===== src/rtl/ecm_pkg.sv =====
`timescale 1ns / 1ps
`default_nettype none
// ----------------------------------------------------------------------------
// ecm_pkg
// Shared types and constants of the edge component merger: request and
// response words, action codes and field widths.
// ----------------------------------------------------------------------------
package ecm_pkg;

   // Field widths of the request, response and control words
   localparam int NODE_W      = 10;
   localparam int LABEL_OUT_W = 10;
   localparam int SIZE_OUT_W  = 11;
   localparam int LIVE_OUT_W  = 10;
   localparam int CFG_W       = 11;

   // Default node capacity and register reset value
   localparam int MAX_NODES_DEF = 1024;
   localparam logic [CFG_W-1:0] NODE_COUNT_RST = 11'd1024;

   // Size of a freshly opened component
   localparam int NEW_SIZE = 2;

   typedef enum logic [1:0] {
      ACT_SKIP  = 2'd0,
      ACT_MERGE = 2'd1,
      ACT_JOIN  = 2'd2,
      ACT_NEW   = 2'd3
   } ecm_action_type;

   typedef struct packed {
      logic [NODE_W-1:0] node_a;
      logic [NODE_W-1:0] node_b;
   } ecm_req_type;

   typedef struct packed {
      ecm_action_type         action;
      logic [LABEL_OUT_W-1:0] component_label;
      logic [SIZE_OUT_W-1:0]  component_size;
      logic [LIVE_OUT_W-1:0]  live_components;
      logic                   all_connected;
   } ecm_rsp_type;

endpackage : ecm_pkg
`default_nettype wire


===== src/rtl/ecm_ctrl.sv =====
`timescale 1ns / 1ps
`default_nettype none
// ----------------------------------------------------------------------------
// ecm_ctrl
// Sequencer of the component merger: clears both memories after reset, looks
// up the two node labels, updates labels and sizes by read-modify-write and
// walks the label memory to relabel on a merge.
// ----------------------------------------------------------------------------
module ecm_ctrl #(
   parameter int MAX_NODES = ecm_pkg::MAX_NODES_DEF
) (
   input  wire logic                                clock,
   input  wire logic                                reset,
   input  wire logic                                start,
   output logic                                     busy,
   input  wire ecm_pkg::ecm_req_type                req_data,
   input  wire logic [ecm_pkg::CFG_W-1:0]           node_count,
   output logic                                     rsp_strobe,
   output ecm_pkg::ecm_rsp_type                     rsp_data,
   // node label memory
   output logic [$clog2(MAX_NODES)-1:0]             n_rd_addr,
   input  wire logic [$clog2(MAX_NODES/2+1)-1:0]    n_rd_data,
   output logic                                     n_we,
   output logic [$clog2(MAX_NODES)-1:0]             n_wr_addr,
   output logic [$clog2(MAX_NODES/2+1)-1:0]         n_wr_data,
   // label size memory
   output logic [$clog2(MAX_NODES/2+1)-1:0]         s_rd_addr,
   input  wire logic [$clog2(MAX_NODES+1)-1:0]      s_rd_data,
   output logic                                     s_we,
   output logic [$clog2(MAX_NODES/2+1)-1:0]         s_wr_addr,
   output logic [$clog2(MAX_NODES+1)-1:0]           s_wr_data
);

   import ecm_pkg::*;

   localparam int IDX_W       = $clog2(MAX_NODES);
   localparam int LABEL_SLOTS = MAX_NODES / 2 + 1;
   localparam int LBL_W       = $clog2(LABEL_SLOTS);
   localparam int SIZE_W      = $clog2(MAX_NODES + 1);

   typedef enum logic [3:0] {
      ST_CLEAR,
      ST_IDLE,
      ST_RD_B,
      ST_DECIDE,
      ST_SIZE,
      ST_JOIN,
      ST_NEW_B,
      ST_M_SB,
      ST_M_SUM,
      ST_M_ZERO,
      ST_SWEEP,
      ST_SWEEP_END,
      ST_DONE
   } state_type;

   state_type         state_ff;
   logic [IDX_W-1:0]  a_ff;
   logic [IDX_W-1:0]  b_ff;
   logic              same_ff;
   logic [LBL_W-1:0]  la_ff;
   logic [LBL_W-1:0]  lb_ff;
   logic [LBL_W-1:0]  lab_ff;
   logic [SIZE_W-1:0] sa_ff;
   logic [SIZE_W-1:0] size_ff;
   ecm_action_type    act_ff;
   logic [LBL_W-1:0]  next_label_ff;
   logic [LBL_W-1:0]  live_ff;
   logic [SIZE_W-1:0] total_ff;
   logic [IDX_W-1:0]  idx_ff;
   logic              pend_ff;
   logic [IDX_W-1:0]  pend_idx_ff;
   logic              rsp_strobe_ff;
   ecm_rsp_type       rsp_ff;

   logic              accept;
   logic              in_range;
   logic [LBL_W-1:0]  lb_now;
   logic              is_skip;
   logic              is_merge;
   logic              is_join_a;
   logic              is_join_b;
   logic              new_ok;
   logic [LBL_W-1:0]  new_label;
   logic              sweep_last;

   assign busy   = (state_ff != ST_IDLE);
   assign accept = start && !busy;

   assign in_range = (32'(req_data.node_a) < MAX_NODES) &&
                     (32'(req_data.node_b) < MAX_NODES);

   // Classify the edge once both labels are in hand
   assign lb_now    = n_rd_data;
   assign is_skip   = same_ff || ((la_ff != '0) && (la_ff == lb_now));
   assign is_merge  = !is_skip && (la_ff != '0) && (lb_now != '0);
   assign is_join_a = !is_skip && (la_ff != '0) && (lb_now == '0);
   assign is_join_b = !is_skip && (la_ff == '0) && (lb_now != '0);
   assign new_ok    = (32'(next_label_ff) + 1) < LABEL_SLOTS;
   assign new_label = next_label_ff + 1'b1;
   assign sweep_last = (idx_ff == IDX_W'(MAX_NODES - 1));

   // Drive memory ports from the current step
   always_comb begin
      n_rd_addr = '0;
      n_we      = 1'b0;
      n_wr_addr = '0;
      n_wr_data = '0;
      s_rd_addr = '0;
      s_we      = 1'b0;
      s_wr_addr = '0;
      s_wr_data = '0;
      case (state_ff)
         ST_CLEAR: begin
            n_we      = 1'b1;
            n_wr_addr = idx_ff;
            s_we      = (32'(idx_ff) < LABEL_SLOTS);
            s_wr_addr = LBL_W'(idx_ff);
         end
         ST_IDLE: begin
            n_rd_addr = IDX_W'(req_data.node_a);
         end
         ST_RD_B: begin
            n_rd_addr = b_ff;
         end
         ST_DECIDE: begin
            s_rd_addr = (la_ff != '0) ? la_ff : lb_now;
            if (is_join_a) begin
               n_we      = 1'b1;
               n_wr_addr = b_ff;
               n_wr_data = la_ff;
            end else if (is_join_b) begin
               n_we      = 1'b1;
               n_wr_addr = a_ff;
               n_wr_data = lb_now;
            end else if (!is_skip && !is_merge && new_ok) begin
               n_we      = 1'b1;
               n_wr_addr = a_ff;
               n_wr_data = new_label;
            end
         end
         ST_JOIN: begin
            s_we      = 1'b1;
            s_wr_addr = lab_ff;
            s_wr_data = s_rd_data + 1'b1;
         end
         ST_NEW_B: begin
            n_we      = 1'b1;
            n_wr_addr = b_ff;
            n_wr_data = lab_ff;
            s_we      = 1'b1;
            s_wr_addr = lab_ff;
            s_wr_data = SIZE_W'(NEW_SIZE);
         end
         ST_M_SB: begin
            s_rd_addr = lb_ff;
         end
         ST_M_SUM: begin
            s_we      = 1'b1;
            s_wr_addr = lab_ff;
            s_wr_data = sa_ff + s_rd_data;
         end
         ST_M_ZERO: begin
            s_we      = 1'b1;
            s_wr_addr = lb_ff;
         end
         ST_SWEEP: begin
            n_rd_addr = idx_ff;
            n_we      = pend_ff && (n_rd_data == lb_ff);
            n_wr_addr = pend_idx_ff;
            n_wr_data = lab_ff;
         end
         ST_SWEEP_END: begin
            n_we      = (n_rd_data == lb_ff);
            n_wr_addr = pend_idx_ff;
            n_wr_data = lab_ff;
         end
         default: begin
         end
      endcase
   end

   // Hold state, counters and the registered response
   always_ff @(posedge clock) begin
      if (reset) begin
         state_ff      <= ST_CLEAR;
         idx_ff        <= '0;
         pend_ff       <= 1'b0;
         next_label_ff <= '0;
         live_ff       <= '0;
         total_ff      <= '0;
         rsp_strobe_ff <= 1'b0;
      end else begin
         rsp_strobe_ff <= 1'b0;
         case (state_ff)
            ST_CLEAR: begin
               if (sweep_last) begin
                  state_ff <= ST_IDLE;
               end else begin
                  idx_ff <= idx_ff + 1'b1;
               end
            end
            ST_IDLE: begin
               if (accept) begin
                  a_ff    <= IDX_W'(req_data.node_a);
                  b_ff    <= IDX_W'(req_data.node_b);
                  same_ff <= (req_data.node_a == req_data.node_b);
                  if (in_range) begin
                     state_ff <= ST_RD_B;
                  end else begin
                     act_ff   <= ACT_SKIP;
                     lab_ff   <= '0;
                     size_ff  <= '0;
                     state_ff <= ST_DONE;
                  end
               end
            end
            ST_RD_B: begin
               la_ff    <= n_rd_data;
               state_ff <= ST_DECIDE;
            end
            ST_DECIDE: begin
               lb_ff <= lb_now;
               if (is_skip) begin
                  act_ff <= ACT_SKIP;
                  lab_ff <= la_ff;
                  if (la_ff != '0) begin
                     state_ff <= ST_SIZE;
                  end else begin
                     size_ff  <= '0;
                     state_ff <= ST_DONE;
                  end
               end else if (is_merge) begin
                  act_ff   <= ACT_MERGE;
                  lab_ff   <= la_ff;
                  state_ff <= ST_M_SB;
               end else if (is_join_a || is_join_b) begin
                  act_ff   <= ACT_JOIN;
                  lab_ff   <= is_join_a ? la_ff : lb_now;
                  state_ff <= ST_JOIN;
               end else if (new_ok) begin
                  act_ff        <= ACT_NEW;
                  lab_ff        <= new_label;
                  next_label_ff <= new_label;
                  state_ff      <= ST_NEW_B;
               end else begin
                  act_ff   <= ACT_SKIP;
                  lab_ff   <= '0;
                  size_ff  <= '0;
                  state_ff <= ST_DONE;
               end
            end
            ST_SIZE: begin
               size_ff  <= s_rd_data;
               state_ff <= ST_DONE;
            end
            ST_JOIN: begin
               size_ff  <= s_rd_data + 1'b1;
               total_ff <= total_ff + 1'b1;
               state_ff <= ST_DONE;
            end
            ST_NEW_B: begin
               size_ff  <= SIZE_W'(NEW_SIZE);
               live_ff  <= live_ff + 1'b1;
               total_ff <= total_ff + SIZE_W'(NEW_SIZE);
               state_ff <= ST_DONE;
            end
            ST_M_SB: begin
               sa_ff    <= s_rd_data;
               state_ff <= ST_M_SUM;
            end
            ST_M_SUM: begin
               size_ff  <= sa_ff + s_rd_data;
               state_ff <= ST_M_ZERO;
            end
            ST_M_ZERO: begin
               live_ff  <= live_ff - 1'b1;
               idx_ff   <= '0;
               pend_ff  <= 1'b0;
               state_ff <= ST_SWEEP;
            end
            ST_SWEEP: begin
               // read one entry ahead, relabel the one read last cycle
               pend_ff     <= 1'b1;
               pend_idx_ff <= idx_ff;
               if (sweep_last) begin
                  state_ff <= ST_SWEEP_END;
               end else begin
                  idx_ff <= idx_ff + 1'b1;
               end
            end
            ST_SWEEP_END: begin
               state_ff <= ST_DONE;
            end
            ST_DONE: begin
               rsp_strobe_ff          <= 1'b1;
               rsp_ff.action          <= act_ff;
               rsp_ff.component_label <= LABEL_OUT_W'(lab_ff);
               rsp_ff.component_size  <= SIZE_OUT_W'(size_ff);
               rsp_ff.live_components <= LIVE_OUT_W'(live_ff);
               rsp_ff.all_connected   <= (live_ff == LBL_W'(1)) &&
                                         (32'(total_ff) == 32'(node_count));
               state_ff               <= ST_IDLE;
            end
            default: begin
               state_ff <= ST_IDLE;
            end
         endcase
      end
   end

   assign rsp_strobe = rsp_strobe_ff;
   assign rsp_data   = rsp_ff;

   // Every item passes through ST_DONE and back to ST_IDLE, so words never come back to back
   a_no_b2b: assert property (@(posedge clock) disable iff (reset)
      rsp_strobe_ff |=> !rsp_strobe_ff)
      else $error("response strobe on two consecutive cycles");

   // A word only follows the closing step of an item
   a_strobe_src: assert property (@(posedge clock) disable iff (reset)
      rsp_strobe_ff |-> $past(state_ff == ST_DONE))
      else $error("response strobe without a finished item");

   // No word while the memories are being cleared
   a_clear_quiet: assert property (@(posedge clock) disable iff (reset)
      (state_ff == ST_CLEAR) |-> !rsp_strobe_ff)
      else $error("response during clearing pass");

   // Live components never outnumber labels handed out
   a_live_bound: assert property (@(posedge clock) disable iff (reset)
      live_ff <= next_label_ff)
      else $error("live count above issued labels");

   // Labelled nodes never exceed the node capacity
   a_total_bound: assert property (@(posedge clock) disable iff (reset)
      32'(total_ff) <= MAX_NODES)
      else $error("labelled node count above capacity");

endmodule : ecm_ctrl
`default_nettype wire


===== config.mk =====
export PLATFORM = sky130hd
export DESIGN_NAME = ecm_ctrl
export DESIGN_NICKNAME = d
export VERILOG_FILES = /design/src/rtl/ecm_pkg.sv /design/src/rtl/ecm_ctrl.sv
export SDC_FILE = /design/constraint.sdc
export NUM_CORES = 1
export LEC_CHECK = 0
export BUFFER_PORTS_ARGS = -buffer_cell sky130_fd_sc_hd__buf_2
export CORE_ASPECT_RATIO = 1.1
export CORE_UTILIZATION = 51
export DETAILED_ROUTE_END_ITERATION = 7
export GPL_ROUTABILITY_DRIVEN = 0
export GPL_TIMING_DRIVEN = 0
export PLACE_DENSITY = 0.86
export SETUP_SLACK_MARGIN = 0.3
export SLEW_MARGIN = 10
export SYNTH_ARGS = -nofsm -noshare
export SYNTH_HDL_FRONTEND = slang
export SYNTH_SLANG_ARGS = --single-unit
export TNS_END_PERCENT = 30

===== constraint.sdc =====
create_clock -name clock -period 5.2 [get_ports clock]
set_input_delay 0.26 -clock clock [delete_from_list [all_inputs] [get_ports clock]]
set_output_delay 0.26 -clock clock [all_outputs]
set_load 0.02 [all_outputs]

==> impl_metrics.json <==
{
  "layout.nets": 1115,
  "setup_viol": 0,
  "yosys.area.top_type": "edfxtp_1",
  "drt-met1-wl_um": 9690,
  "grt_first_pass_wirelength_um": 38100,
  "synth_nets": 936,
  "critPathLaunch": "next_label_ff[1]",
  "grt_pass1_vias": 7363,
  "post-place-ws_ns": 1.71,
  "critPathKind": "flip-flop to primary output",
  "insertion_delay_ns": 0.43,
  "cts_resized": 0,
  "drive_gt1_share_pct": 20.7,
  "total_power_mw": 2.81,
  "io_pins": 154,
  "cts_inserted_buffers": 17,
  "syn2layout_area_growth_pct": 19.8,
  "startpoint_type": "flip-flop",
  "n_antenna_cell": 0,
  "die_x_um": 128,
  "place_area_mm2": 0.0101,
  "synth_top_area_share_pct": 40.2,
  "via_count": 7924,
  "cp-end-kind": "primary output",
  "worstHoldPathType": "input port to flip-flop",
  "antenna_found_initial": 0,
  "required_ns": 4.94,
  "rr_startpoint": "next_label_ff[6]",
  "hpwl_um": 17800,
  "rows": 50,
  "p_per_area_mw_per_mm2": 264,
  "ys_ff_latch": 166,
  "fin_cells": 1287,
  "relSlewSlack_pct": 17.1,
  "grt_usage_pct": 27.4,
  "synth_edf_count": 119,
  "async_reset_ff_share_pct": 0,
  "routed_wirelength_um": 24400,
  "fmax_mhz": 248,
  "initial_core_util_pct": 52.3,
  "drc": 7,
  "cts.clk_slew.worst_paths_ns": 0.06,
  "cp.arrival_ns": 3.78,
  "finalHoldViolCount": 0,
  "synth_cell_types": 67,
  "portBuffers": 153,
  "viasPerCell": 6.16,
  "n_fill_cell": 1367,
  "cts_max_level": 4,
  "hold_start": "n_rd_data[4]",
  "status": "finished with violations",
  "crit_fanout": 10,
  "fin_setup_tns_ns": 0,
  "grt_start_max_net_pins": 17,
  "wl_met2_um": 11600,
  "finalCriticalPeriod_ns": 4.04,
  "grt_overflow_total": 0,
  "cts.sink_count": 166,
  "tightest_slew_ns": 1.24,
  "drtPass1Iterations": 8,
  "die_area_mm2": 0.0180,
  "coreArea_mm2": 0.0170,
  "synth_area_mm2": 0.00889,
  "synth_cells": 861,
  "wl_per_cell_um": 19.0,
  "dp_cells": 1255,
  "fin_ws_ns": 1.16,
  "avgSynthCellArea_um2": 10.3,
  "synth_ff_type": "edfxtp_1",
  "drt_first_iter_violations": 1278,
  "cts_setup_buffers": 0,
  "p_leak_nw": 4.16,
  "period_share_pct": 77.7,
  "seq_area_frac_synth_pct": 50.8,
  "grt_setup_unrepaired": "no",
  "ys_warn_count": 0,
  "routed.top_layer": "met4",
  "cts_tree": "done",
  "cts_max_path_buffers": 2,
  "drv_cap": 0,
  "clock_skew_ns": 0.00823,
  "cts_root_buf": "clkbuf_16",
  "hold_buffers": 0,
  "maxSlewViolCount": 0,
  "die_h_um": 140,
  "synthTopCellsByArea": "edfxtp_1 40%, dfxtp_1 11%, xnor2_1 5.6%",
  "ant_nets": 0,
  "violations": "design-rule violations",
  "stdcell_area_mm2": 0.0107,
  "wl_met3_um": 2240,
  "ir_drop_mv": 0.237
}
## synth_stat cells (all sizes together), types with 13 or more instances
| library cell | number |
|---|---|
| a21o | 14 |
| xor2 | 40 |
| nor2 | 82 |
| ha | 19 |
| clkbuf | 45 |
| dfxtp | 47 |
| a21oi | 45 |
| a221o | 21 |
| edfxtp | 119 |
| a222oi | 13 |
| inv | 28 |
| nand4 | 21 |
| a22o | 14 |
| nor4 | 15 |
| o21ai | 44 |
| nand2 | 48 |
| nor3 | 27 |
| nand3 | 23 |
| xnor2 | 57 |
## layer usage
layer	up-vias	GRT usage, %
met5	-	0
li1	3582	-
met3	99	5.31
met2	530	45.2
met1	3713	35.3
met4	0	11.5
## power by group
| part | internal, mW | switching, mW |
|---|---|---|
| registers | 1.41 | 0.00596 |
| clock network | 0.712 | 0.541 |
| logic | 0.0608 | 0.0854 |
| total | 2.18 | 0.632 |
## stage by stage
step	util (%)	hold WS (ns)
2_1_floorplan	-	0.359
3_3_place_gp	58.5	0.401
3_5_place_dp	59.2	0.405
4_1_cts	62.6	0.0170
5_1_grt	62.6	0.0216
6_report	62.6	0.0292
## registers in the layout, summed over array words and instances (netlist names), 11 cells and up
| register | flops |
|---|---|
| rsp_data | 34 |
| sa_ff | 11 |
| size_ff | 11 |
| total_ff | 11 |
## layout by cell type, fill, tap and decap left out, drive strengths merged, types with 19 or more instances in the layout
cell      n
buf     169
edfxtp  119
nor2     82
clkbuf   63
xnor2    57
nand2    48
dfxtp    47
a21oi    45
o21ai    44
xor2     40
inv      31
nor3     27
nand3    23
nand4    21
a221o    21
ha       19
## worst paths after layout
check	slack, ns	end	cells after the start
max reg2reg	1.96	size_ff[10]	8
min reg2reg	0.42	rsp_data[33]	0
min	0.03	la_ff[4]	1
max	1.16	n_wr_addr[6]	11
## critical path, stage by stage (launching register included)
cell and delay (ns):
dfxtp_1 0.41, ha_1 0.32, inv_1 0.11, nor3_1 0.47, nand3_1 0.24, or2_1 0.35
and3_1 0.20, clkbuf_1 0.21, o21a_1 0.27, clkbuf_1 0.25, a221o_1 0.36, buf_2 0.16
## logic make-up (layout without fill, tap and decap cells)
group | count (synthesis) | count (layout) | share of synthesized area, %
mux | 2 | 2 | 0.225
buf+inv | 82 | 274 | 3.59
xor+xnor | 97 | 97 | 9.55
flops | 166 | 166 | 50.8
fa+ha+maj | 20 | 20 | 2.90
compound gates | 209 | 209 | 16.6
simple gates | 285 | 285 | 16.4
## area by class of cell
type	count	area, um^2	share of cell area (%)
plain buffers	54	214	2.01
clock buffers	18	429	4.03
clock inverters	14	151	1.42
inverters	28	105	0.987
multi-input cells	613	4110	38.6
flip-flops and latches	166	4510	42.4
well taps	234	293	2.75
repair buffers	160	837	7.86
No activity file was read; power rests on OpenSTA's default activity.
